**src/sv/tsavg_pkg.sv**
```systemverilog
// Shared constants and types of the averaged temperature sensor core.
package tsavg_pkg;

  // Default number of history entries in the moving average.
  localparam int unsigned HistDepthDef = 8;

  // Width of one converted temperature in 1/16 degree units.
  localparam int unsigned TempW = 16;
  // Width of the averaged result in 1/256 degree units.
  localparam int unsigned AvgW = 20;
  // Widths of the stream payloads, padded to whole bytes.
  localparam int unsigned InDataW = 40;
  localparam int unsigned OutDataW = 24;

  // APB address width and register map.
  localparam int unsigned PaddrW = 3;
  localparam logic [PaddrW-1:0] AddrFamily = 3'd0;

  // Count-remain refinement constants of the nine-bit sensor family.
  localparam logic [7:0] CountPerDegFine = 8'h10;
  localparam logic [TempW-1:0] FineMask = 16'hFFF0;
  localparam logic [TempW-1:0] FineOffset = 16'd12;

  // Resolution field in bits 6:5 of the sensor config byte.
  typedef enum logic [1:0] {
    RES_9BIT  = 2'b00,
    RES_10BIT = 2'b01,
    RES_11BIT = 2'b10,
    RES_12BIT = 2'b11
  } res_sel_e;

endpackage

```
**src/sv/temp_sensor_scratchpad_average_core.sv**
```systemverilog
// Top level: scratchpad conversion and moving average of a one-wire sensor.
//
// One input transfer carries one finished scratchpad read: tdata holds the
// temperature bytes, the config byte and both count bytes, tuser the read
// error flag. The core turns the bytes into a signed temperature in 1/16
// degree, writes it into a circular history held in a small RAM, and
// returns the mean of the whole history in 1/256 degree on the output
// stream. A transfer with the error flag set leaves the history alone and
// yields a zero mean with the error flag set in tuser.
// The core takes one item per cycle while the output is not stalled. An item
// passes the stages in order: RAM read, running-sum update, offset add,
// reciprocal multiply, then the output register. The history RAM is read
// once per item and written once per item without a read error; a write
// and a read of the same entry in one cycle are resolved by forwarding.
// Each stage holds only while the stage after it is full and stalled, so
// a stalled output fills the pipeline before the input side drops tready.
// Reset clears the running sum, the write pointer, the entry valid bits
// (unwritten entries count as zero) and the family register. The APB port
// holds one register at address 0: bit 0 selects the nine-bit family.
module temp_sensor_scratchpad_average_core #(
  parameter int unsigned HISTORY_DEPTH = tsavg_pkg::HistDepthDef
) (
  input  logic                             clk_i,
  input  logic                             rst_ni,
  // APB configuration port
  input  logic                             psel,
  input  logic                             penable,
  input  logic                             pwrite,
  input  logic [tsavg_pkg::PaddrW-1:0]     paddr,
  input  logic [31:0]                      pwdata,
  output logic [31:0]                      prdata,
  output logic                             pready,
  // Input stream
  input  logic                             s_axis_tvalid,
  output logic                             s_axis_tready,
  // tdata: temp_lsb[7:0], temp_msb[15:8], resolution_byte[23:16],
  //        count_remain[31:24], count_per_degree[39:32]
  input  logic [tsavg_pkg::InDataW-1:0]    s_axis_tdata,
  // tuser: read_error[0]
  input  logic                             s_axis_tuser,
  // Output stream
  output logic                             m_axis_tvalid,
  input  logic                             m_axis_tready,
  // tdata: average_temp[19:0], zero fill [23:20]
  output logic [tsavg_pkg::OutDataW-1:0]   m_axis_tdata,
  // tuser: error_flag[0]
  output logic                             m_axis_tuser
);

  localparam int unsigned TempW = tsavg_pkg::TempW;
  localparam int unsigned AvgW = tsavg_pkg::AvgW;
  localparam int unsigned AW = (HISTORY_DEPTH > 1) ? $clog2(HISTORY_DEPTH) : 1;
  localparam int unsigned Lg = $clog2(HISTORY_DEPTH);
  // Running sum, sum times 16, biased dividend and reciprocal shift.
  localparam int unsigned SumW = TempW + Lg;
  localparam int unsigned NumW = SumW + 4;
  localparam int unsigned MW = NumW + Lg;
  localparam int unsigned K = MW + Lg;
  localparam logic [AW-1:0] LastIdx = AW'(HISTORY_DEPTH - 1);
  // Reciprocal ceil(2^K / depth) gives an exact floor quotient below 2^MW.
  localparam logic [63:0] RecipWide =
    ((64'd1 << K) + 64'(HISTORY_DEPTH) - 64'd1) / 64'(HISTORY_DEPTH);
  localparam logic [MW:0] Recip = RecipWide[MW:0];
  // Bias of depth * 2^(NumW-1) keeps the dividend non-negative.
  localparam logic [63:0] BiasWide = 64'(HISTORY_DEPTH) << (NumW - 1);
  localparam logic [MW-1:0] Bias = BiasWide[MW-1:0];
  // The bias shows up as 2^(NumW-1) in the quotient.
  localparam logic [63:0] OutOffWide = 64'd1 << (NumW - 1);
  localparam logic [AvgW-1:0] OutOff = OutOffWide[AvgW-1:0];

  // Configuration register.
  logic family_q;
  logic cfg_wr;

  assign cfg_wr = psel && penable && pwrite && pready;
  assign pready = 1'b1;
  assign prdata = (paddr == tsavg_pkg::AddrFamily) ? {31'd0, family_q} : 32'd0;

  always_ff @(posedge clk_i or negedge rst_ni) begin
    if (!rst_ni) begin
      family_q <= 1'b0;
    end else if (cfg_wr && (paddr == tsavg_pkg::AddrFamily)) begin
      family_q <= pwdata[0];
    end
  end

  // Stage load enables: a stage loads when it is empty or its content moves on.
  logic v1_q, v2_q, v3_q, v4_q, ov_q;
  logic ld1, ld2, ld3, ld4, ld_out;
  logic accept;

  assign ld_out = !ov_q || m_axis_tready;
  assign ld4 = !v4_q || ld_out;
  assign ld3 = !v3_q || ld4;
  assign ld2 = !v2_q || ld3;
  assign ld1 = !v1_q || ld2;
  assign s_axis_tready = ld1;
  assign accept = s_axis_tvalid && s_axis_tready;

  // Scratchpad conversion to 1/16 degree.
  logic [7:0] temp_lsb, temp_msb, resolution_byte, count_remain, count_per_degree;
  logic [TempW-1:0] raw, raw_x8, conv;

  assign temp_lsb = s_axis_tdata[7:0];
  assign temp_msb = s_axis_tdata[15:8];
  assign resolution_byte = s_axis_tdata[23:16];
  assign count_remain = s_axis_tdata[31:24];
  assign count_per_degree = s_axis_tdata[39:32];
  assign raw = {temp_msb, temp_lsb};
  assign raw_x8 = raw << 3;

  always_comb begin
    conv = raw;
    if (family_q) begin
      if (count_per_degree == tsavg_pkg::CountPerDegFine) begin
        conv = (raw_x8 & tsavg_pkg::FineMask) + tsavg_pkg::FineOffset
               - TempW'(count_remain);
      end else begin
        conv = raw_x8;
      end
    end else begin
      case (tsavg_pkg::res_sel_e'(resolution_byte[6:5]))
        tsavg_pkg::RES_9BIT:  conv = raw_x8;
        tsavg_pkg::RES_10BIT: conv = raw << 2;
        tsavg_pkg::RES_11BIT: conv = raw << 1;
        tsavg_pkg::RES_12BIT: conv = raw;
        default:              conv = raw;
      endcase
    end
  end

  // Write pointer and entry valid bits.
  logic [AW-1:0] wp_q;
  logic [HISTORY_DEPTH-1:0] ent_vld_q;
  logic wr_en;
  logic [AW-1:0] wp1_q;
  logic signed [TempW-1:0] val1_q;
  logic err1_q;

  assign wr_en = ld2 && v1_q && !err1_q;

  always_ff @(posedge clk_i or negedge rst_ni) begin
    if (!rst_ni) begin
      wp_q <= '0;
      ent_vld_q <= '0;
    end else begin
      if (accept && !s_axis_tuser) begin
        wp_q <= (wp_q == LastIdx) ? '0 : wp_q + AW'(1);
      end
      if (wr_en) begin
        ent_vld_q[wp1_q] <= 1'b1;
      end
    end
  end

  // History RAM: read the entry to be replaced at accept, write the new value later.
  logic [TempW-1:0] rdata;

  tsavg_ram #(
    .Width (TempW),
    .Depth (HISTORY_DEPTH),
    .AddrW (AW)
  ) u_hist_ram (
    .clk_i   (clk_i),
    .we_i    (wr_en),
    .waddr_i (wp1_q),
    .wdata_i (val1_q),
    .re_i    (accept),
    .raddr_i (wp_q),
    .rdata_o (rdata)
  );

  // Stage 1: converted value, read in flight, forwarding of a same-entry write.
  logic fwd1_q, ent_vld1_q;
  logic signed [TempW-1:0] fwd_data1_q;

  always_ff @(posedge clk_i or negedge rst_ni) begin
    if (!rst_ni) begin
      v1_q <= 1'b0;
    end else if (ld1) begin
      v1_q <= s_axis_tvalid;
    end
  end

  always_ff @(posedge clk_i) begin
    if (accept) begin
      val1_q <= conv;
      err1_q <= s_axis_tuser;
      wp1_q <= wp_q;
      ent_vld1_q <= ent_vld_q[wp_q];
      fwd1_q <= wr_en && (wp1_q == wp_q);
      fwd_data1_q <= val1_q;
    end
  end

  // Stage 2: running-sum update, old entry from forwarding, RAM or reset value.
  logic signed [TempW-1:0] old_val;
  logic signed [SumW-1:0] sum_q;
  logic err2_q;

  always_comb begin
    if (fwd1_q) begin
      old_val = fwd_data1_q;
    end else if (ent_vld1_q) begin
      old_val = rdata;
    end else begin
      old_val = '0;
    end
  end

  always_ff @(posedge clk_i or negedge rst_ni) begin
    if (!rst_ni) begin
      v2_q <= 1'b0;
      sum_q <= '0;
    end else begin
      if (ld2) begin
        v2_q <= v1_q;
      end
      if (wr_en) begin
        sum_q <= sum_q - SumW'(old_val) + SumW'(val1_q);
      end
    end
  end

  always_ff @(posedge clk_i) begin
    if (ld2 && v1_q) begin
      err2_q <= err1_q;
    end
  end

  // Stage 3: biased dividend sum * 16 + depth * 2^(NumW-1).
  logic signed [NumW-1:0] num;
  logic [MW-1:0] m3_q;
  logic err3_q;

  assign num = {sum_q, 4'b0000};

  always_ff @(posedge clk_i or negedge rst_ni) begin
    if (!rst_ni) begin
      v3_q <= 1'b0;
    end else if (ld3) begin
      v3_q <= v2_q;
    end
  end

  always_ff @(posedge clk_i) begin
    if (ld3 && v2_q) begin
      m3_q <= $unsigned(MW'(num)) + Bias;
      err3_q <= err2_q;
    end
  end

  // Stage 4: multiplication by the reciprocal of the depth.
  logic [2*MW:0] prod4_q;
  logic err4_q;

  always_ff @(posedge clk_i or negedge rst_ni) begin
    if (!rst_ni) begin
      v4_q <= 1'b0;
    end else if (ld4) begin
      v4_q <= v3_q;
    end
  end

  always_ff @(posedge clk_i) begin
    if (ld4 && v3_q) begin
      prod4_q <= m3_q * Recip;
      err4_q <= err3_q;
    end
  end

  // Output register: remove the bias from the quotient; zero on a read error.
  logic [AvgW-1:0] avg;
  logic [tsavg_pkg::OutDataW-1:0] odata_q;
  logic ouser_q;

  assign avg = prod4_q[K +: AvgW] - OutOff;

  always_ff @(posedge clk_i or negedge rst_ni) begin
    if (!rst_ni) begin
      ov_q <= 1'b0;
    end else if (ld_out) begin
      ov_q <= v4_q;
    end
  end

  always_ff @(posedge clk_i) begin
    if (ld_out && v4_q) begin
      odata_q <= err4_q ? '0 : tsavg_pkg::OutDataW'(avg);
      ouser_q <= err4_q;
    end
  end

  assign m_axis_tvalid = ov_q;
  assign m_axis_tdata = odata_q;
  assign m_axis_tuser = ouser_q;

  // The input side stalls only when the output holds an untaken result.
  assert property (@(posedge clk_i) disable iff (!rst_ni)
    !s_axis_tready |-> m_axis_tvalid)
    else $error("input stalled while the output register is free");

  // An error result never carries a mean.
  assert property (@(posedge clk_i) disable iff (!rst_ni)
    (m_axis_tvalid && m_axis_tuser) |-> (m_axis_tdata == '0))
    else $error("error result with nonzero data");

  // The write pointer stays inside the history.
  assert property (@(posedge clk_i) disable iff (!rst_ni)
    wp_q <= LastIdx)
    else $error("write pointer beyond the history depth");

  // A failed read leaves the write pointer in place.
  assert property (@(posedge clk_i) disable iff (!rst_ni)
    (accept && s_axis_tuser) |=> $stable(wp_q))
    else $error("write pointer moved on a read error");

endmodule

```
**src/sv/tsavg_ram.sv**
```systemverilog
// Generic single-write, single-read RAM with a registered read port.
module tsavg_ram #(
  parameter int unsigned Width = 16,
  parameter int unsigned Depth = 8,
  parameter int unsigned AddrW = (Depth > 1) ? $clog2(Depth) : 1
) (
  input  logic             clk_i,
  input  logic             we_i,
  input  logic [AddrW-1:0] waddr_i,
  input  logic [Width-1:0] wdata_i,
  input  logic             re_i,
  input  logic [AddrW-1:0] raddr_i,
  output logic [Width-1:0] rdata_o
);

  logic [Width-1:0] mem_q [Depth];
  logic [Width-1:0] rdata_q;

  // Write port.
  always_ff @(posedge clk_i) begin
    if (we_i) begin
      mem_q[waddr_i] <= wdata_i;
    end
  end

  // Registered read port; the data holds while no read is issued.
  always_ff @(posedge clk_i) begin
    if (re_i) begin
      rdata_q <= mem_q[raddr_i];
    end
  end

  assign rdata_o = rdata_q;

endmodule

```
**config.mk**
```make
export PLATFORM = sky130hd
export DESIGN_NAME = temp_sensor_scratchpad_average_core
export DESIGN_NICKNAME = d
export VERILOG_FILES = /design/src/sv/tsavg_pkg.sv /design/src/sv/temp_sensor_scratchpad_average_core.sv /design/src/sv/tsavg_ram.sv
export SDC_FILE = /design/constraint.sdc
export NUM_CORES = 1
export LEC_CHECK = 0
export ABC_AREA = 1
export BUFFER_PORTS_ARGS = -buffer_cell sky130_fd_sc_hd__buf_2
export CAP_MARGIN = 10
export CORE_UTILIZATION = 30
export DETAILED_ROUTE_END_ITERATION = 10
export SYNTH_ARGS = -nofsm -noshare
export SYNTH_HDL_FRONTEND = slang
export SYNTH_SLANG_ARGS = --single-unit
```
**constraint.sdc**
```tcl
create_clock -name clk_i -period 2.6 [get_ports clk_i]
set_clock_uncertainty 0.05 [all_clocks]
set_input_delay 0.26 -clock clk_i [delete_from_list [all_inputs] [get_ports clk_i]]
set_output_delay 0.26 -clock clk_i [all_outputs]
set_load 0.05 [all_outputs]
```
==> results by group <==
Clock network
  – Clock-pin transition on the worst setup and hold timing paths: 60 ps
  – Clock Tree Root: clkbuf_16
  – TritonCTS Sinks: 279
  – CTS tree: built
  – CTS Buf Count: 29
  – Clock buffer depth: 3
  – Clock latency on the worst-skew pair: 550 ps
  – H-tree depth: 1

Worst setup path
  – Worst setup SP type: flop
  – Most frequent CP cell: nand2_1
  – CP Class: flop to flop
  – Worst r2r src: fwd1_q
  – Critical path, cell by cell: inv_1, nand2_2, inv_4, buf_4, a22oi_2, inv_2, fa_1, inv_1, ha_4, nand2_4, nor2_4, and2_1, nand2_1, nand2_1, nand2_1, nand3_1, nand2_1
  – Delay-heaviest family, CP: adder cells
  – Worst stage delay on the critical path: 490 ps
  – Critical path endpoint category: flop
  – Slowest-stage cell, CP: fa_1
  – Crit path DAT: 2980 ps
  – CP bufs+invs: 5
  – CP Launch Point: fwd1_q
  – Worst-path fanout max: 6
  – WP data required: 2980 ps

Global routing
  – First-pass GRT wire length: 44300 um
  – Pin count of the biggest net entering global routing: 73
  – GRT Util Overall: 12.3%
  – Final global-route overflow total: 0
  – Initial antenna violation count: 0
  – Vias in the first global route: 8579

Synth
  – Simple-Gate Fraction of Synth Area: 14.3%
  – Xor/xnor cell area share of the yosys netlist: 1.00%
  – Largest family of logic cells by synthesized area: simple AND/OR/NAND/NOR gates
  – Dominant synthesized flop cell: edfxtp_1
  – Mux contribution to synthesized area: 0%
  – Syn_area_per_cell: 10.8 um2
  – Post-synthesis sequential element count: 279
  – Post-Syn Area: 13100 um2
  – Ys async rst share: 12.9%
  – Mapped Cells: 1216
  – EDFF count, synth: 243
  – Distinct cells, synth: 44
  – Adder-cell share of the synthesized area: 5.32%
  – Sequential-to-total area share from yosys stat: 62.5%
  – YS warnings: 0
  – Synth Area in Compound Gates: 9.57%

Place
  – Pre-CTS WS: -201 ps
  – Routability cong.: 0.883
  – Placed Area: 14300 um2
  – PortBufs: 68
  – Detailed placer's ending HPWL: 18100 um

Drt
  – Wire per inst: 13.7 um
  – Drt first pass iters: 5
  – Initial DRC count: 685
  – Drt via density: 4.46
  – Post-route DRC: 0
  – Final WL: 26600 um
  – Routed Antenna Nets: 0
  – Vias: 8670

Die
  – # rows: 76
  – Die H: 211 um
  – IO Count: 143
  – Die area: 44600 um2
  – Core area: 43100 um2
  – Initial Util: 30.4%
  – DIE WIDTH: 211 um

Timing
  – Worst slew pin tran: 929 ps
  – Fin crit period: 2600 ps
  – Fin crit share: 100%
  – Setup TNS: -2.22 ps
  – # setup viols final: 1
  – Worst slew margin: 38.1%
  – Final hold vios: 0
  – RSZ-0062 raised after global routing: true
  – FMAX: 384 MHz
  – Final Worst Setup Slack: -2.22 ps
  – Max-slew violations: 0

Worst hold path
  – HP Class: input pin to flop
  – Hold_sp: penable

Run status
  – Failing checks: negative setup slack
  – Outcome: complete, but fails checks

Layout
  – Reg area: 8200 um2
  – Share of cells above drive strength 1: 18.2%
  – Area of the multi-input gates: 4450 um2
  – N_diodes: 0
  – Final instance area: 15600 um2
  – Layout Nets: 1465
  – Syn-to-layout area delta: 19.2%
  – # fillers: 4220
  – Final design utilization: 36.3%

Pwr
  – VDD IR max: 0.762 mV
  – LEAKAGE: 6.18 nW
  – Power Density: 1270 nW/um2

Job
  – Max_cap viols: 0
-- logic make-up (layout without fill, tap and decap cells) --
group / after synthesis / count (layout)
and+or+nand+nor: 457 / 457
other: 2 / 37
adders and majority gates: 45 / 45
AOI/OAI and AO/OA: 219 / 219
xor gates and xnor gates: 15 / 15
buffers and inverters: 199 / 308
DFF: 279 / 279
-- state kept, by name (all words and copies together), names as in the netlist, 3 cells and up --
name,cells
u_hist_ram.mem_q,128
m3_q,19
m_axis_tdata,19
prod4_q,19
sum_q,19
fwd_data1_q,16
u_hist_ram.rdata_o,16
val1_q,16
ent_vld_q,8
wp1_q,3
wp_q,3
-- per-layer routing --
layer  track usage, %  vias to the layer above  part of all wire, %  wire length, um
li1                 -                     4327                    -                -
met1             16.8                     4111                   48            12700
met2             20.5                      199                   46            12400
met3             1.49                       33                  3.8             1020
met4             3.05                        0                  2.0              526
met5                0                        -                    0                0
-- per-stage QoR --
stage	power (W)	hold WS [ps]	cells
final	0.0199	75.9	1945
after global routing	0.0214	96.9	1945
after CTS	0.0197	61.7	1944
after detailed placement	0.0147	355	1882
after global placement	0.0145	350	1882
after floorplan	0.0121	-85.6	1251
-- path summary, 6_finish.rpt --
kind	slack, ps	cells after the start	to
max	-2	17	sum_q[18]
min	80	5	family_q
max reg2reg	-2	17	sum_q[18]
min reg2reg	360	0	prod4_q[39]
max in group asynchronous	1510	2	family_q
min in group asynchronous	350	2	v4_q
-- worst min-delay path, stage by stage --
cell and delay [ps]:
buf_2 90, nand3_1 50, nor2_1 50, nand2_1 40, o21ai_0 120
-- repair_timing --
item                                   4_1_cts  5_1_grt
hold buffers                                 5        0
cloned                                       0        0
setup buffers                                3        1
pin swaps                                   15        7
gates resized for setup                     54       22
endpoints found under the hold margin       43        0
setup endpoints to repair                   15       15
-- cells in the final DEF (no fill, tap or decap), drive strengths merged, types with 36 or more instances in the layout --
cell type,count
buf,127
clkbuf,43
conb,37
dfrtp,36
edfxtp,243
inv,121
nand2,201
nand3,44
nor2,189
o21ai,110
-- final cells by class --
| type | instances | share of cell area [%] |
|---|---|---|
| clock inverters | 11 | 0.784 |
| multi-input cells | 773 | 28.5 |
| repair buffers | 132 | 5.59 |
| well taps | 585 | 4.68 |
| clock buffers | 43 | 5.04 |
| flip-flops and latches | 279 | 52.5 |
| inverters | 122 | 2.98 |
-- cell usage after synthesis, types with 9 or more instances --
| cell type | number | share of area [%] |
|---|---|---|
| dfrtp_1 | 36 | 6.9 |
| buf_4 | 40 | 2.3 |
| edfxtp_1 | 243 | 56 |
| o22ai_1 | 27 | 1.3 |
| xor2_1 | 9 | 0.60 |
| o21ai_1 | 14 | 0.53 |
| nand3_1 | 44 | 1.7 |
| a22oi_1 | 14 | 0.80 |
| o21ai_0 | 94 | 3.6 |
| nand2_1 | 199 | 5.7 |
| clkbuf_1 | 13 | 0.37 |
| buf_2 | 18 | 0.69 |
| a21oi_1 | 35 | 1.3 |
| fa_1 | 18 | 2.7 |
| ha_1 | 27 | 2.6 |
| nor2_1 | 187 | 5.4 |
| a31oi_1 | 17 | 0.81 |
| inv_1 | 115 | 3.3 |
-- where the power goes --
part           internal, W  switching (W)
Sequential         0.00616       0.000567
Combinational      0.00387        0.00538
Clock              0.00230        0.00164
No activity file was read; power rests on OpenSTA's default activity.
